**config.mk**
```make
export PLATFORM = sky130hd
export DESIGN_NAME = usage_counted_register_allocator_flat
export DESIGN_NICKNAME = d
export VERILOG_FILES = /design/src/ucra_pkg.sv /design/src/ucra_if.sv /design/src/ucra_ram.sv /design/src/ucra_ctrl.sv /design/src/ucra_datapath.sv /design/src/usage_counted_register_allocator.sv /design/src/flat_wrapper.sv
export SDC_FILE = /design/constraint.sdc
export NUM_CORES = 2
export LEC_CHECK = 0
export BUFFER_PORTS_ARGS = -buffer_cell sky130_fd_sc_hd__buf_2
export CELL_PAD_IN_SITES_DETAIL_PLACEMENT = 0
export CELL_PAD_IN_SITES_GLOBAL_PLACEMENT = 1
export CORE_ASPECT_RATIO = 0.8
export CORE_UTILIZATION = 47
export CTS_CLUSTER_DIAMETER = 150
export DETAILED_ROUTE_END_ITERATION = 8
export GPL_TIMING_DRIVEN = 1
export MAX_ROUTING_LAYER = met4
export PLACE_DENSITY = 0.76
export SLEW_MARGIN = 20
export SYNTH_ARGS = -nofsm -noshare
export SYNTH_HDL_FRONTEND = slang
export SYNTH_SLANG_ARGS = --single-unit
```
**constraint.sdc**
```tcl
create_clock -name clk -period 8.9 [get_ports clk]
set_clock_uncertainty 0.2 [all_clocks]
set_input_delay 0.89 -clock clk [delete_from_list [all_inputs] [get_ports clk]]
set_output_delay 0.89 -clock clk [all_outputs]
set_load 0.01 [all_outputs]
```
**src/ucra_pkg.sv**
```systemverilog
// Shared types and constants for the usage-counted register allocator.
// No dependencies; every other file of the block but ucra_ram refers to this package.
package ucra_pkg;

	// Field widths of the item channels
	typedef logic [2:0] opcode_t;
	typedef logic [1:0] comp_t;
	typedef logic [4:0] idx_t;
	typedef logic [7:0] count_t;
	typedef logic [1:0] status_t;
	typedef logic [5:0] active_t;

	// Opcodes
	localparam opcode_t OP_CLEAR    = 3'd0;
	localparam opcode_t OP_REQ_VEC  = 3'd1;
	localparam opcode_t OP_REQ_COMP = 3'd2;
	localparam opcode_t OP_ADD      = 3'd3;
	localparam opcode_t OP_REMOVE   = 3'd4;
	localparam opcode_t OP_QUERY    = 3'd5;

	// Result status codes
	localparam status_t ST_OK        = 2'd0;
	localparam status_t ST_OVERFLOW  = 2'd1;
	localparam status_t ST_UNDERFLOW = 2'd2;

	// Components per register and count limits
	localparam int     COMPS     = 4;
	localparam count_t CNT_MAX   = 8'hFF;
	localparam count_t CNT_ONE   = 8'h01;
	localparam count_t CNT_ZERO  = 8'h00;

	// Configuration register indexes (selected by paddr[2])
	localparam logic REG_ACTIVE  = 1'b0;
	localparam logic REG_PERSIST = 1'b1;

	// Reset values of the configuration registers
	localparam active_t ACTIVE_RST  = 6'd32;
	localparam logic    PERSIST_RST = 1'b1;

	// Controller to datapath commands
	typedef struct packed {
		logic take;    // ready for a new item
		logic commit;  // apply the latched item and load the result
	} cmd_t;

	// Datapath to controller status
	typedef struct packed {
		logic in_valid;  // an item is offered
		logic out_free;  // the result register can be loaded this cycle
	} stat_t;

endpackage

```
**src/ucra_if.sv**
```systemverilog
// Item channel interfaces (valid/ready handshake plus payload).
// Depends on ucra_pkg for the field types.
interface ucra_in_if;
	logic                 valid;
	logic                 ready;
	ucra_pkg::opcode_t    opcode;
	logic                 is_vector;
	ucra_pkg::comp_t      component_sel;
	ucra_pkg::idx_t       reg_index;
	ucra_pkg::count_t     usage_amount;

	modport source (output valid, output opcode, output is_vector, output component_sel,
		output reg_index, output usage_amount, input ready);
	modport sink (input valid, input opcode, input is_vector, input component_sel,
		input reg_index, input usage_amount, output ready);
endinterface

interface ucra_out_if;
	logic                 valid;
	logic                 ready;
	ucra_pkg::status_t    status;
	ucra_pkg::idx_t       granted_index;
	ucra_pkg::comp_t      granted_component;
	logic                 any_in_use;

	modport source (output valid, output status, output granted_index,
		output granted_component, output any_in_use, input ready);
	modport sink (input valid, input status, input granted_index,
		input granted_component, input any_in_use, output ready);
endinterface

```
**src/ucra_ram.sv**
```systemverilog
// Generic single-write, single-read RAM with registered read data.
// No dependencies.
module ucra_ram #(
	parameter int WIDTH = 8,
	parameter int DEPTH = 160,
	localparam int AW = (DEPTH > 1) ? $clog2(DEPTH) : 1
) (
	input  logic             clk,
	input  logic             wr_en,
	input  logic [AW-1:0]    wr_addr,
	input  logic [WIDTH-1:0] wr_data,
	input  logic             rd_en,
	input  logic [AW-1:0]    rd_addr,
	output logic [WIDTH-1:0] rd_data
);

	logic [WIDTH-1:0] mem_q [DEPTH];
	logic [WIDTH-1:0] rd_data_q;

	always_ff @(posedge clk) begin
		if (wr_en) begin
			mem_q[wr_addr] <= wr_data;
		end
		if (rd_en) begin
			rd_data_q <= mem_q[rd_addr];
		end
	end

	assign rd_data = rd_data_q;

endmodule

```
**src/ucra_ctrl.sv**
```systemverilog
// Controller state machine: accept an item, then commit it once the result
// register is free. Depends on ucra_pkg for the command and status structs.
module ucra_ctrl (
	input  logic            clk,
	input  logic            arst_n,
	input  ucra_pkg::stat_t stat,
	output ucra_pkg::cmd_t  cmd
);

	localparam logic ST_IDLE = 1'b0;
	localparam logic ST_EXEC = 1'b1;

	logic state_q;
	logic state_d;

	// next state
	always_comb begin
		state_d = state_q;
		case (state_q)
			ST_IDLE: begin
				if (stat.in_valid) begin
					state_d = ST_EXEC;
				end
			end
			ST_EXEC: begin
				if (stat.out_free) begin
					state_d = ST_IDLE;
				end
			end
			default: state_d = ST_IDLE;
		endcase
	end

	always_ff @(posedge clk or negedge arst_n) begin
		if (!arst_n) begin
			state_q <= ST_IDLE;
		end else begin
			state_q <= state_d;
		end
	end

	// commands
	assign cmd.take   = (state_q == ST_IDLE);
	assign cmd.commit = (state_q == ST_EXEC) && stat.out_free;

endmodule

```
**src/ucra_datapath.sv**
```systemverilog
// Datapath: nonzero flags, count memory, first-free search and result register.
// Depends on ucra_pkg, ucra_if and ucra_ram.
module ucra_datapath #(
	parameter int REGS = 32
) (
	input  logic              clk,
	input  logic              arst_n,
	ucra_in_if.sink           in_ch,
	ucra_out_if.source        out_ch,
	input  ucra_pkg::active_t active_registers,
	input  logic              persistent_mode,
	input  ucra_pkg::cmd_t    cmd,
	output ucra_pkg::stat_t   stat
);

	localparam int IW    = (REGS > 1) ? $clog2(REGS) : 1;
	localparam int NC    = REGS * ucra_pkg::COMPS;
	localparam int CW    = $clog2(NC);
	localparam int DEPTH = REGS + NC;
	localparam int AW    = $clog2(DEPTH);

	// Nonzero flags: a clear flag means the count reads as zero
	logic [REGS-1:0] vec_nz_q;
	logic [NC-1:0]   comp_nz_q;

	// Latched item
	ucra_pkg::opcode_t op_q;
	logic              vec_q;
	ucra_pkg::count_t  amt_q;
	logic [IW-1:0]     ridx_q;
	logic [CW-1:0]     cidx_q;
	logic [AW-1:0]     addr_q;
	logic              in_range_q;
	logic              flag_q;

	// Accept side
	logic              accept;
	logic [IW-1:0]     ridx_in;
	logic [CW-1:0]     cidx_in;
	logic [AW-1:0]     rd_addr_in;
	logic              in_range_in;
	logic              flag_in;
	ucra_pkg::count_t  ram_rd;

	assign accept      = in_ch.valid && in_ch.ready;
	assign ridx_in     = IW'(32'(in_ch.reg_index));
	assign cidx_in     = CW'((32'(in_ch.reg_index) << 2) | 32'(in_ch.component_sel));
	assign in_range_in = 32'(in_ch.reg_index) < 32'(REGS);
	assign flag_in     = in_ch.is_vector ? vec_nz_q[ridx_in] : comp_nz_q[cidx_in];
	assign rd_addr_in  = in_ch.is_vector ? AW'(32'(ridx_in)) : AW'(32'(REGS) + 32'(cidx_in));

	always_ff @(posedge clk) begin
		if (accept) begin
			op_q       <= in_ch.opcode;
			vec_q      <= in_ch.is_vector;
			amt_q      <= in_ch.usage_amount;
			ridx_q     <= ridx_in;
			cidx_q     <= cidx_in;
			addr_q     <= rd_addr_in;
			in_range_q <= in_range_in;
			flag_q     <= flag_in && in_range_in;
		end
	end

	// Search masks over the active part of the pool
	logic [REGS-1:0] mask;
	logic [REGS-1:0] free_vec;
	logic [NC-1:0]   free_comp;
	logic            any_busy;

	always_comb begin
		for (int r = 0; r < REGS; r++) begin
			mask[r]     = 32'(r) < 32'(active_registers);
			free_vec[r] = mask[r] && !vec_nz_q[r] && !(|comp_nz_q[r*ucra_pkg::COMPS +: 4]);
			for (int c = 0; c < ucra_pkg::COMPS; c++) begin
				free_comp[r*ucra_pkg::COMPS + c] = mask[r] && !vec_nz_q[r] &&
					!comp_nz_q[r*ucra_pkg::COMPS + c];
			end
		end
		any_busy = |(mask & ~free_vec);
	end

	// Lowest free register and lowest free component
	logic          vec_hit;
	logic [IW-1:0] vec_idx;
	logic          comp_hit;
	logic [CW-1:0] comp_idx;

	always_comb begin
		vec_hit = 1'b0;
		vec_idx = '0;
		for (int i = REGS - 1; i >= 0; i--) begin
			if (free_vec[i]) begin
				vec_hit = 1'b1;
				vec_idx = IW'(i);
			end
		end
	end

	always_comb begin
		comp_hit = 1'b0;
		comp_idx = '0;
		for (int i = NC - 1; i >= 0; i--) begin
			if (free_comp[i]) begin
				comp_hit = 1'b1;
				comp_idx = CW'(i);
			end
		end
	end

	// Count arithmetic for add and remove
	ucra_pkg::count_t cnt;
	logic [8:0]       sum9;
	ucra_pkg::count_t add_val;
	ucra_pkg::count_t sub_val;

	assign cnt     = flag_q ? ram_rd : ucra_pkg::CNT_ZERO;
	assign sum9    = {1'b0, cnt} + {1'b0, amt_q};
	assign add_val = sum9[8] ? ucra_pkg::CNT_MAX : sum9[7:0];
	assign sub_val = cnt - ucra_pkg::CNT_ONE;

	// Result and update selection
	ucra_pkg::status_t res_status;
	ucra_pkg::idx_t    res_idx;
	ucra_pkg::comp_t   res_comp;
	logic              res_any;
	logic              wr_en;
	logic [AW-1:0]     wr_addr;
	ucra_pkg::count_t  wr_data;
	logic              clear_all;
	logic              vec_set_en;
	logic [IW-1:0]     vec_set_idx;
	logic              comp_set_en;
	logic [CW-1:0]     comp_set_idx;
	logic              set_val;

	always_comb begin
		res_status   = ucra_pkg::ST_OK;
		res_idx      = '0;
		res_comp     = '0;
		res_any      = 1'b0;
		wr_en        = 1'b0;
		wr_addr      = addr_q;
		wr_data      = ucra_pkg::CNT_ZERO;
		clear_all    = 1'b0;
		vec_set_en   = 1'b0;
		vec_set_idx  = ridx_q;
		comp_set_en  = 1'b0;
		comp_set_idx = cidx_q;
		set_val      = 1'b1;
		case (op_q)
			ucra_pkg::OP_CLEAR: begin
				clear_all = 1'b1;
			end
			ucra_pkg::OP_REQ_VEC: begin
				if (vec_hit) begin
					res_idx = ucra_pkg::idx_t'(32'(vec_idx));
					if (persistent_mode) begin
						vec_set_en  = 1'b1;
						vec_set_idx = vec_idx;
						wr_en       = 1'b1;
						wr_addr     = AW'(32'(vec_idx));
						wr_data     = ucra_pkg::CNT_ONE;
					end
				end else begin
					res_status = ucra_pkg::ST_OVERFLOW;
				end
			end
			ucra_pkg::OP_REQ_COMP: begin
				if (comp_hit) begin
					res_idx  = ucra_pkg::idx_t'(32'(comp_idx) >> 2);
					res_comp = ucra_pkg::comp_t'(comp_idx[1:0]);
					if (persistent_mode) begin
						comp_set_en  = 1'b1;
						comp_set_idx = comp_idx;
						wr_en        = 1'b1;
						wr_addr      = AW'(32'(REGS) + 32'(comp_idx));
						wr_data      = ucra_pkg::CNT_ONE;
					end
				end else begin
					res_status = ucra_pkg::ST_OVERFLOW;
				end
			end
			ucra_pkg::OP_ADD: begin
				if (in_range_q) begin
					wr_en       = 1'b1;
					wr_data     = add_val;
					set_val     = add_val != ucra_pkg::CNT_ZERO;
					vec_set_en  = vec_q;
					comp_set_en = !vec_q;
				end
			end
			ucra_pkg::OP_REMOVE: begin
				if (in_range_q) begin
					if (cnt == ucra_pkg::CNT_ZERO) begin
						res_status = ucra_pkg::ST_UNDERFLOW;
					end else begin
						wr_en       = 1'b1;
						wr_data     = sub_val;
						set_val     = sub_val != ucra_pkg::CNT_ZERO;
						vec_set_en  = vec_q;
						comp_set_en = !vec_q;
					end
				end
			end
			ucra_pkg::OP_QUERY: begin
				res_any = any_busy;
			end
			default: begin
			end
		endcase
	end

	// Flag update
	always_ff @(posedge clk or negedge arst_n) begin
		if (!arst_n) begin
			vec_nz_q  <= '0;
			comp_nz_q <= '0;
		end else if (cmd.commit) begin
			if (clear_all) begin
				vec_nz_q  <= '0;
				comp_nz_q <= '0;
			end else begin
				if (vec_set_en) begin
					vec_nz_q[vec_set_idx] <= set_val;
				end
				if (comp_set_en) begin
					comp_nz_q[comp_set_idx] <= set_val;
				end
			end
		end
	end

	// Count memory: vector counts first, then component counts
	ucra_ram #(
		.WIDTH (8),
		.DEPTH (DEPTH)
	) u_cnt_ram (
		.clk     (clk),
		.wr_en   (wr_en && cmd.commit),
		.wr_addr (wr_addr),
		.wr_data (wr_data),
		.rd_en   (accept),
		.rd_addr (rd_addr_in),
		.rd_data (ram_rd)
	);

	// Result register
	logic              out_valid_q;
	ucra_pkg::status_t status_q;
	ucra_pkg::idx_t    gidx_q;
	ucra_pkg::comp_t   gcomp_q;
	logic              any_q;

	always_ff @(posedge clk or negedge arst_n) begin
		if (!arst_n) begin
			out_valid_q <= 1'b0;
		end else if (cmd.commit) begin
			out_valid_q <= 1'b1;
		end else if (out_ch.ready) begin
			out_valid_q <= 1'b0;
		end
	end

	always_ff @(posedge clk) begin
		if (cmd.commit) begin
			status_q <= res_status;
			gidx_q   <= res_idx;
			gcomp_q  <= res_comp;
			any_q    <= res_any;
		end
	end

	assign out_ch.valid             = out_valid_q;
	assign out_ch.status            = status_q;
	assign out_ch.granted_index     = gidx_q;
	assign out_ch.granted_component = gcomp_q;
	assign out_ch.any_in_use        = any_q;

	// Handshake and controller status
	assign in_ch.ready   = cmd.take;
	assign stat.in_valid = in_ch.valid;
	assign stat.out_free = !out_valid_q || out_ch.ready;

endmodule

```
**src/usage_counted_register_allocator.sv**
```systemverilog
// Usage-counted register allocator: top level with the APB register port.
// Depends on ucra_pkg, ucra_if, ucra_ctrl and ucra_datapath.
//
// Each item is handled in an accept step, in which the count memory is read at
// the addressed entry, and an execute step, in which the nonzero flags of the
// pool are searched by a priority encoder, at most one count is written back
// and the result register is loaded. The next item is taken in the cycle after
// the load, while the result may still wait at the output; execute
// holds only while an earlier result is still not taken. Counts live in a
// memory of REGS*5 entries; a flop per entry marks it nonzero, so clear and
// reset take effect at once with no clearing pass. Registers: active_registers
// at byte address 0, persistent_mode at 4.
module usage_counted_register_allocator #(
	parameter int REGS = 32
) (
	input  logic        clk,
	input  logic        arst_n,
	input  logic        psel,
	input  logic        penable,
	input  logic        pwrite,
	input  logic [2:0]  paddr,
	input  logic [31:0] pwdata,
	output logic [31:0] prdata,
	output logic        pready,
	ucra_in_if.sink     in_ch,
	ucra_out_if.source  out_ch
);

	ucra_pkg::active_t active_q;
	logic              persist_q;
	logic              cfg_wr;

	// configuration registers
	assign pready = 1'b1;
	assign cfg_wr = psel && penable && pwrite;

	always_ff @(posedge clk or negedge arst_n) begin
		if (!arst_n) begin
			active_q  <= ucra_pkg::ACTIVE_RST;
			persist_q <= ucra_pkg::PERSIST_RST;
		end else if (cfg_wr) begin
			if (paddr[2] == ucra_pkg::REG_ACTIVE) begin
				active_q <= pwdata[5:0];
			end else begin
				persist_q <= pwdata[0];
			end
		end
	end

	assign prdata = (paddr[2] == ucra_pkg::REG_PERSIST) ? {31'd0, persist_q} :
		{26'd0, active_q};

	ucra_pkg::cmd_t  cmd;
	ucra_pkg::stat_t stat;

	ucra_ctrl u_ctrl (
		.clk    (clk),
		.arst_n (arst_n),
		.stat   (stat),
		.cmd    (cmd)
	);

	ucra_datapath #(
		.REGS (REGS)
	) u_datapath (
		.clk              (clk),
		.arst_n           (arst_n),
		.in_ch            (in_ch),
		.out_ch           (out_ch),
		.active_registers (active_q),
		.persistent_mode  (persist_q),
		.cmd              (cmd),
		.stat             (stat)
	);

endmodule

```
**src/flat_wrapper.sv**
```systemverilog
// flat-port wrapper written by rule: the top's interface ports become plain ports
module usage_counted_register_allocator_flat 
#(
	parameter int REGS = 32
)
  (clk, arst_n, psel, penable, pwrite, paddr, pwdata, prdata, pready, in_ch_valid, in_ch_opcode, in_ch_is_vector, in_ch_component_sel, in_ch_reg_index, in_ch_usage_amount, in_ch_ready, out_ch_valid, out_ch_status, out_ch_granted_index, out_ch_granted_component, out_ch_any_in_use, out_ch_ready);
  ucra_in_if in_ch_i ();
  ucra_out_if out_ch_i ();
  input  logic clk;
  input  logic arst_n;
  input  logic psel;
  input  logic penable;
  input  logic pwrite;
  input  logic [2:0] paddr;
  input  logic [31:0] pwdata;
  output logic [31:0] prdata;
  output logic pready;
  input wire logic [$bits(in_ch_i.valid)-1:0] in_ch_valid;
  input wire logic [$bits(in_ch_i.opcode)-1:0] in_ch_opcode;
  input wire logic [$bits(in_ch_i.is_vector)-1:0] in_ch_is_vector;
  input wire logic [$bits(in_ch_i.component_sel)-1:0] in_ch_component_sel;
  input wire logic [$bits(in_ch_i.reg_index)-1:0] in_ch_reg_index;
  input wire logic [$bits(in_ch_i.usage_amount)-1:0] in_ch_usage_amount;
  output wire logic [$bits(in_ch_i.ready)-1:0] in_ch_ready;
  output wire logic [$bits(out_ch_i.valid)-1:0] out_ch_valid;
  output wire logic [$bits(out_ch_i.status)-1:0] out_ch_status;
  output wire logic [$bits(out_ch_i.granted_index)-1:0] out_ch_granted_index;
  output wire logic [$bits(out_ch_i.granted_component)-1:0] out_ch_granted_component;
  output wire logic [$bits(out_ch_i.any_in_use)-1:0] out_ch_any_in_use;
  input wire logic [$bits(out_ch_i.ready)-1:0] out_ch_ready;
  assign in_ch_i.valid = in_ch_valid;
  assign in_ch_i.opcode = in_ch_opcode;
  assign in_ch_i.is_vector = in_ch_is_vector;
  assign in_ch_i.component_sel = in_ch_component_sel;
  assign in_ch_i.reg_index = in_ch_reg_index;
  assign in_ch_i.usage_amount = in_ch_usage_amount;
  assign in_ch_ready = in_ch_i.ready;
  assign out_ch_valid = out_ch_i.valid;
  assign out_ch_status = out_ch_i.status;
  assign out_ch_granted_index = out_ch_i.granted_index;
  assign out_ch_granted_component = out_ch_i.granted_component;
  assign out_ch_any_in_use = out_ch_i.any_in_use;
  assign out_ch_i.ready = out_ch_ready;
  usage_counted_register_allocator #(.REGS(REGS)) u_core (.clk(clk), .arst_n(arst_n), .psel(psel), .penable(penable), .pwrite(pwrite), .paddr(paddr), .pwdata(pwdata), .prdata(prdata), .pready(pready), .in_ch(in_ch_i), .out_ch(out_ch_i));
endmodule
```
# Word-level counts from Yosys, hierarchy flattened
# Memory sizes are Yosys's and may differ from the RTL's. A register that Yosys moved wholly into a read port is not among the register bits.
# Index checks and enable logic that the tools add are counted.
[word_totals]
in_bits = 61
mem_bits_rw = 1280
register_bits = 212
wordCells = 890
n_memories = 1
out_inout_bits = 45
[op_classes]
n_eq_ne = 5
addsub = 4
bitwise = 5
n_reduce_logical = 439
n_lt_le_gt_ge = 38
muxes = 381
[memory_table]
columns = ["memory", "words", "word_bits", "rd", "rd_clocked_by_memory_dff", "wr", "line", "source"]
rows = [
  ["u_core.u_datapath.u_cnt_ram.mem_q", 160, 8, 1, 1, 1, "ucra_ram.sv:17", "logic [WIDTH-1:0] mem_q [DEPTH];"],
]
[ops]
columns = ["op", "n"]
rows = [
  ["7-bit 2-to-1 mux", 131],
  ["128-bit 2-to-1 mux", 2],
  ["1-bit logical AND", 199],
  ["1-bit zero test", 194],
  ["5-bit 2-to-1 mux", 37],
  ["1-bit 2-to-1 mux", 183],
  ["128-bit bitwise mux", 1],
  ["4-bit OR reduction", 32],
  ["5-bit by 6-bit < comparator with 1-bit output (first input constant)", 16],
  ["8-bit 2-to-1 mux", 9],
  ["32-bit 2-to-1 mux", 2],
  ["4-bit by 6-bit < comparator with 1-bit output (first input constant)", 8],
  ["32-bit AND", 1],
  ["32-bit bitwise mux", 1],
  ["32-bit NOT", 1],
  ["8-bit case mux with 4 select lines", 1],
  ["32-bit OR reduction", 1],
  ["3-bit by 6-bit < comparator with 1-bit output (first input constant)", 4],
  ["6-bit by 7-bit adder with 8-bit output (first input constant)", 2],
  ["7-bit by 8-bit < comparator with 1-bit output (second input constant)", 2],
  ["8-bit case mux with 2 select lines", 1],
  ["8-bit nonzero test", 2],
  ["1-bit by 6-bit < comparator with 1-bit output (first input constant)", 2],
  ["2-bit by 6-bit < comparator with 1-bit output (first input constant)", 2],
  ["26 further kinds", 38],
]

# Longest topological paths before layout
[logic_depth]
depth_word = 141
mapped_depth = 19

# Hierarchy
# From an unflattened synthesis, not the netlist that was laid out.
[unflattened]
cells_unflattened = 4418
hier_area_um2 = 67637.4
[modules_own_cells]
columns = ["mod", "seq_area_each_um2", "area_per_inst_um2", "n_inst", "cells_each"]
rows = [
  ["ucra_ram", 38677.1, 50462.1, 1, 2489],
  ["ucra_datapath", 5170.0, 16575.9, 1, 1873],
  ["usage_counted_register_allocator", 177.7, 551.8, 1, 51],
  ["ucra_ctrl", 25.0, 47.5, 1, 5],
]

# Worst setup path after synthesis
# Ideal clock, no wire load.
[synth_path]
path_kind = "register to register"
start = "register u_core.u_datapath.flag_q"
end = "memory u_core.u_datapath.u_cnt_ram.mem_q[0][4] (data pin)"
t_arrival_ps = 7595
path_slack_ps = -339
required_ps = 7256
path_buffers = 2
stages_incl_launch_ff = 8
path_cell_list = "edfxtp_1 clkbuf_1 nand2_1 ha_1 nand3_1 nand3_1 clkbuf_1 o21ai_0"
[synth_via]
elab_chain_cells = 4
word_cells_on_any_way = 7
cone_classes = "2 x add/sub; 4 x mux; 1 x reduce/logical"
[synth_rtl]
columns = ["item", "line", "source"]
rows = [
  ["start: declaration", "ucra_datapath.sv:34", "logic flag_q;"],
  ["start signal: assignment", "ucra_datapath.sv:61", "flag_q <= flag_in && in_range_in;"],
  ["8-bit 2-to-1 mux *", "ucra_datapath.sv:117", "assign cnt = flag_q ? ram_rd : ucra_pkg::CNT_ZERO;"],
  ["8-bit by 1-bit subtractor with 8-bit output (tied with other cells)", "ucra_datapath.sv:120", "assign sub_val = cnt - ucra_pkg::CNT_ONE;"],
  ["8-bit 2-to-1 mux, on equally long branches", "ucra_datapath.sv:195, ucra_datapath.sv:119", ""],
  ["8-bit case mux with 4 select lines *", "ucra_datapath.sv:151", "case (op_q)"],
  ["named net u_core.u_datapath.u_cnt_ram.wr_data[4]", "ucra_ram.sv:11", "input logic [WIDTH-1:0] wr_data,"],
  ["end: declaration", "ucra_ram.sv:17", ""],
]
# The timed path passes the listed nets; every way through them passes the cells marked *.

# Final worst setup path
[layout_path]
start = "register u_core.active_q[3]"
end = "memory u_core.u_datapath.u_cnt_ram.mem_q[95][0], enable pin"
[layout_via]
elab_chain_cells = 136
word_cells_on_any_way = 556
cone_classes = "1 x add/sub; 32 x order compare; 330 x mux; 193 x reduce/logical"
[layout_rtl]
columns = ["item", "line", "source"]
rows = [
  ["start: declaration", "usage_counted_register_allocator.sv:29", "ucra_pkg::active_t active_q;"],
  ["start signal: assignment", "usage_counted_register_allocator.sv:39", "active_q <= ucra_pkg::ACTIVE_RST;"],
  ["start signal: assignment", "usage_counted_register_allocator.sv:43", "active_q <= pwdata[5:0];"],
  ["branches (longest 136 deep; another with 5-bit by 6-bit < comparator with 1-bit output)", "n/a", ""],
]
# Parallel ways; which one is timed is not known.

==> results.yml <==
clocking:
  cts_resized: 0
  clk_latency_ns: 0.81
  postCtsHoldBufs: 0
  clk_pin_slew_ns: 0.06
  root_buffer: "clkbuf_16"
  post_cts_buffers: 0
  cts_tree: "yes"
  clock_sinks: 1495
  cts.path.max_buffers: 3
  htreeDepth: 4
  numCtsBuffers: 152
detailed_routing:
  drtAntennaViolNets: 0
  via_per_inst: 6.357
  drtPass1Iterations: 6
  routedWlPerCell_um: 27.18
  drc: 0
  drtIter0Drc: 7013
  wirelength_um: 210100
  num_vias: 49140
setup_path:
  crit_arrival_ns: 7.70
  reg2reg_slack_ns: 1.41
  startpoint: "u_core.active_q[3]"
  worstRegToRegCells: 12
  r2r_start: "u_core.active_q[3]"
  required_ns: 9.11
  r2r_end: "u_core.u_datapath.u_cnt_ram.mem_q[95][0]"
  path_common_cell: "buf_4"
  slowest_delay_ns: 1.00
  path_max_fanout: 18
  worst_setup_path_endpoint: "u_core.u_datapath.u_cnt_ram.mem_q[95][0]"
  end_kind: "register"
  cp-start-kind: "register"
  crit_type: "register to register"
  worstPathCellList: "buf_4 > or3_1 > o211a_1 > nor4_1 > nand2_1 > o311ai_4 > and2_1 > a32o_1 > nand2b_1 > nand4_1 > buf_4 > nor2_1"
  slowest_stage: "nand4_1"
die:
  initial_core_util_pct: 47.46
  core_area_um2: 143000
  die_x_um: 426.9
  die_h_um: 341.9
  num_rows: 124
  ioPinCount: 106
  floorplan.die_area_um2: 146000
placed_design:
  port_buffers: 50
  hpwl_um: 130000
  place_congestion: 1.019
  dpl_cell_area_um2: 69870
final_layout:
  drive_gt1_share_pct: 8.605
  num-nets-final: 5796
  postLayoutCellArea_um2: 74610
  syn_to_final_growth_pct: 9.891
timing:
  fmax_mhz: 133.6
  slew_headroom_pct: 19.18
  setup_viol_count_final: 0
  fin_crit_ns: 7.485
  tns_ns: 0
  rsz0062_at_grt: "no"
  worst_slew_pin_slew_ns: 1.209
  post-route-period-util_pct: 84.10
  finalHoldViolCount: 0
  drv_slew: 0
synth:
  synth.distinct_cells: 115
  yosysSeqAreaShare_pct: 64.88
  syn_avg_cell_area_um2: 11.67
  syn_inst: 5817
  yosys.area.top_type: "edfxtp_1"
  synthTopCellsByArea: "edfxtp_1 59%, nand2_1 8.3%, dfrtp_1 6.2%"
  synth-seq-cells: 1495
  synth_warnings: 0
  synth_edf_count: 1326
  syn_area_um2: 67890
  synth_ff_type: "edfxtp_1"
  synthMostInstantiatedCell: "nand2_1"
  netlist.area_leader.share_pct: 58.65
  synth_common_cells: "1493 x nand2_1, 1326 x edfxtp_1, 332 x and3_1"
  synthArstFlopShare_pct: 11.30
global_route:
  overflow: 0
  track_usage_pct: 29.37
  grt_pass1_vias: 44600
  grt_pass1_wl_um: 305800
  grt_max_degree: 161
  antenna_found_initial: 14
power_and_ir_drop:
  p_leak_nw: 25.96
  powerDensity_nw_per_um2: 249.7
  p_total_mw: 18.63
  ir_drop_uv: 186.5
run_status:
  outcome: "finished clean"
worst_hold_path:
  hold_path.class: "input port to async pin"
job:
  cap_violations: 0
layer usage:
| layer | part of all wire (%) | up-vias | wire length, um | GRT usage (%) |
|---|---|---|---|---|
| met2 | 41 | 2436 | 87130 | 38.73 |
| met3 | 11 | 296 | 23210 | 7.217 |
| met4 | 2.2 | 0 | 4550 | 7.336 |
| met5 | 0 | - | 0 | - |
| li1 | - | 21670 | - | - |
| met1 | 45 | 24730 | 95240 | 44.87 |
where the power goes:
| group | leakage (nW) | internal, mW | switching, mW |
|---|---|---|---|
| logic | 9.15 | 1.07 | 2.87 |
| clock network | 2.29 | 3.44 | 2.70 |
| registers | 14.5 | 8.24 | 0.304 |
| total | 26.0 | 12.8 | 5.88 |
area by class of cell:
cell class              instances  area (um^2)
flip-flops and latches       1495        44050
repair buffers                147         1200
multi-input cells            3857        22030
inverters                      68        271.5
fillers                     12300        68440
well taps                    1890         2365
clock buffers                 195         4133
diodes                          6        15.01
clock inverters                72        540.5
worst min path at each step:
| stage | from | to | cells after the start |
|---|---|---|---|
| finish | arst_n | u_core.active_q[2] | 1 |
| global route | in_ch_usage_amount[4] | u_core.u_datapath.amt_q[4] | 1 |
| CTS | in_ch_usage_amount[4] | u_core.u_datapath.amt_q[4] | 1 |
| detailed placement | u_core.u_datapath.out_ch.valid | u_core.u_datapath.out_ch.valid | 2 |
| global placement | u_core.u_datapath.out_ch.valid | u_core.u_datapath.out_ch.valid | 2 |
| floorplan | u_core.u_datapath.vec_nz_q[15] | u_core.u_datapath.vec_nz_q[15] | 1 |
sequential cells by signal, indices dropped and copies added, names as in the netlist:
| register | count |
|---|---|
| u_core.u_datapath.op_q | 3 |
| u_core.u_datapath.vec_nz_q | 32 |
| u_core.u_datapath.comp_nz_q | 128 |
| u_core.u_datapath.out_ch.granted_index | 5 |
| u_core.u_datapath.out_ch.granted_component | 2 |
| u_core.active_q | 6 |
| u_core.u_datapath.flag_q | 1 |
| u_core.u_datapath.out_ch.valid | 1 |
| u_core.u_datapath.ridx_q | 5 |
| u_core.u_datapath.u_cnt_ram.mem_q | 1280 |
| u_core.u_datapath.out_ch.status | 2 |
| u_core.u_datapath.vec_q | 1 |
| u_core.u_datapath.out_ch.any_in_use | 1 |
| u_core.u_datapath.amt_q | 8 |
| u_core.u_datapath.addr_q | 8 |
| u_core.persist_q | 1 |
| u_core.u_ctrl.state_q | 1 |
| u_core.u_datapath.cidx_q | 2 |
| u_core.u_datapath.u_cnt_ram.rd_data | 8 |
worst max-delay path, delay by kind of cell, from the launching register on:
family / cells / cell delay, ns
flip-flops: 1 / 0.62
AND/OR/NAND/NOR: 7 / 3.83
buffers and inverters: 2 / 0.87
AO/OA/AOI/OAI: 3 / 1.56
through the flow:
step	worst slack, ns	utilization, %	hold slack, ns	std cells
3_3_place_gp	1.683	48.83	0.2950	7454
4_1_cts	1.551	52.11	0.01779	7722
5_1_grt	1.168	52.16	0.04334	7729
2_1_floorplan	-0.3392	-	0.3011	5842
3_5_place_dp	1.575	48.84	0.2974	7455
6_report	1.415	52.16	0.04923	7730
cells in the final DEF (no fill, tap or decap), drive strengths merged, types with 24 or more instances in the layout:
cell type,count
dfrtp,167
nor2,247
nand2b,25
nand4,30
clkbuf,195
clkinv,61
nor4,29
nand3,35
a32o,26
a21oi,158
inv,70
edfxtp,1326
nand2,1495
o21ai,333
or4,24
mux4,53
buf,147
a31oi,176
a311oi,165
o211ai,87
a211oi,180
and3,332
nor3,82
conb,27
kinds of logic after synthesis:
kind of cell	Yosys count	share of synthesized area (%)
adder cells (fa/ha/maj)	18	0.3280
AO/OA/AOI/OAI	1322	13.41
buffers and inverters	490	3.118
multiplexers	65	1.950
XOR/XNOR	12	0.1548
other	2	0.01106
flip-flops	1495	64.88
AND/OR/NAND/NOR	2413	16.15
(Power assumes the default switching activity.)
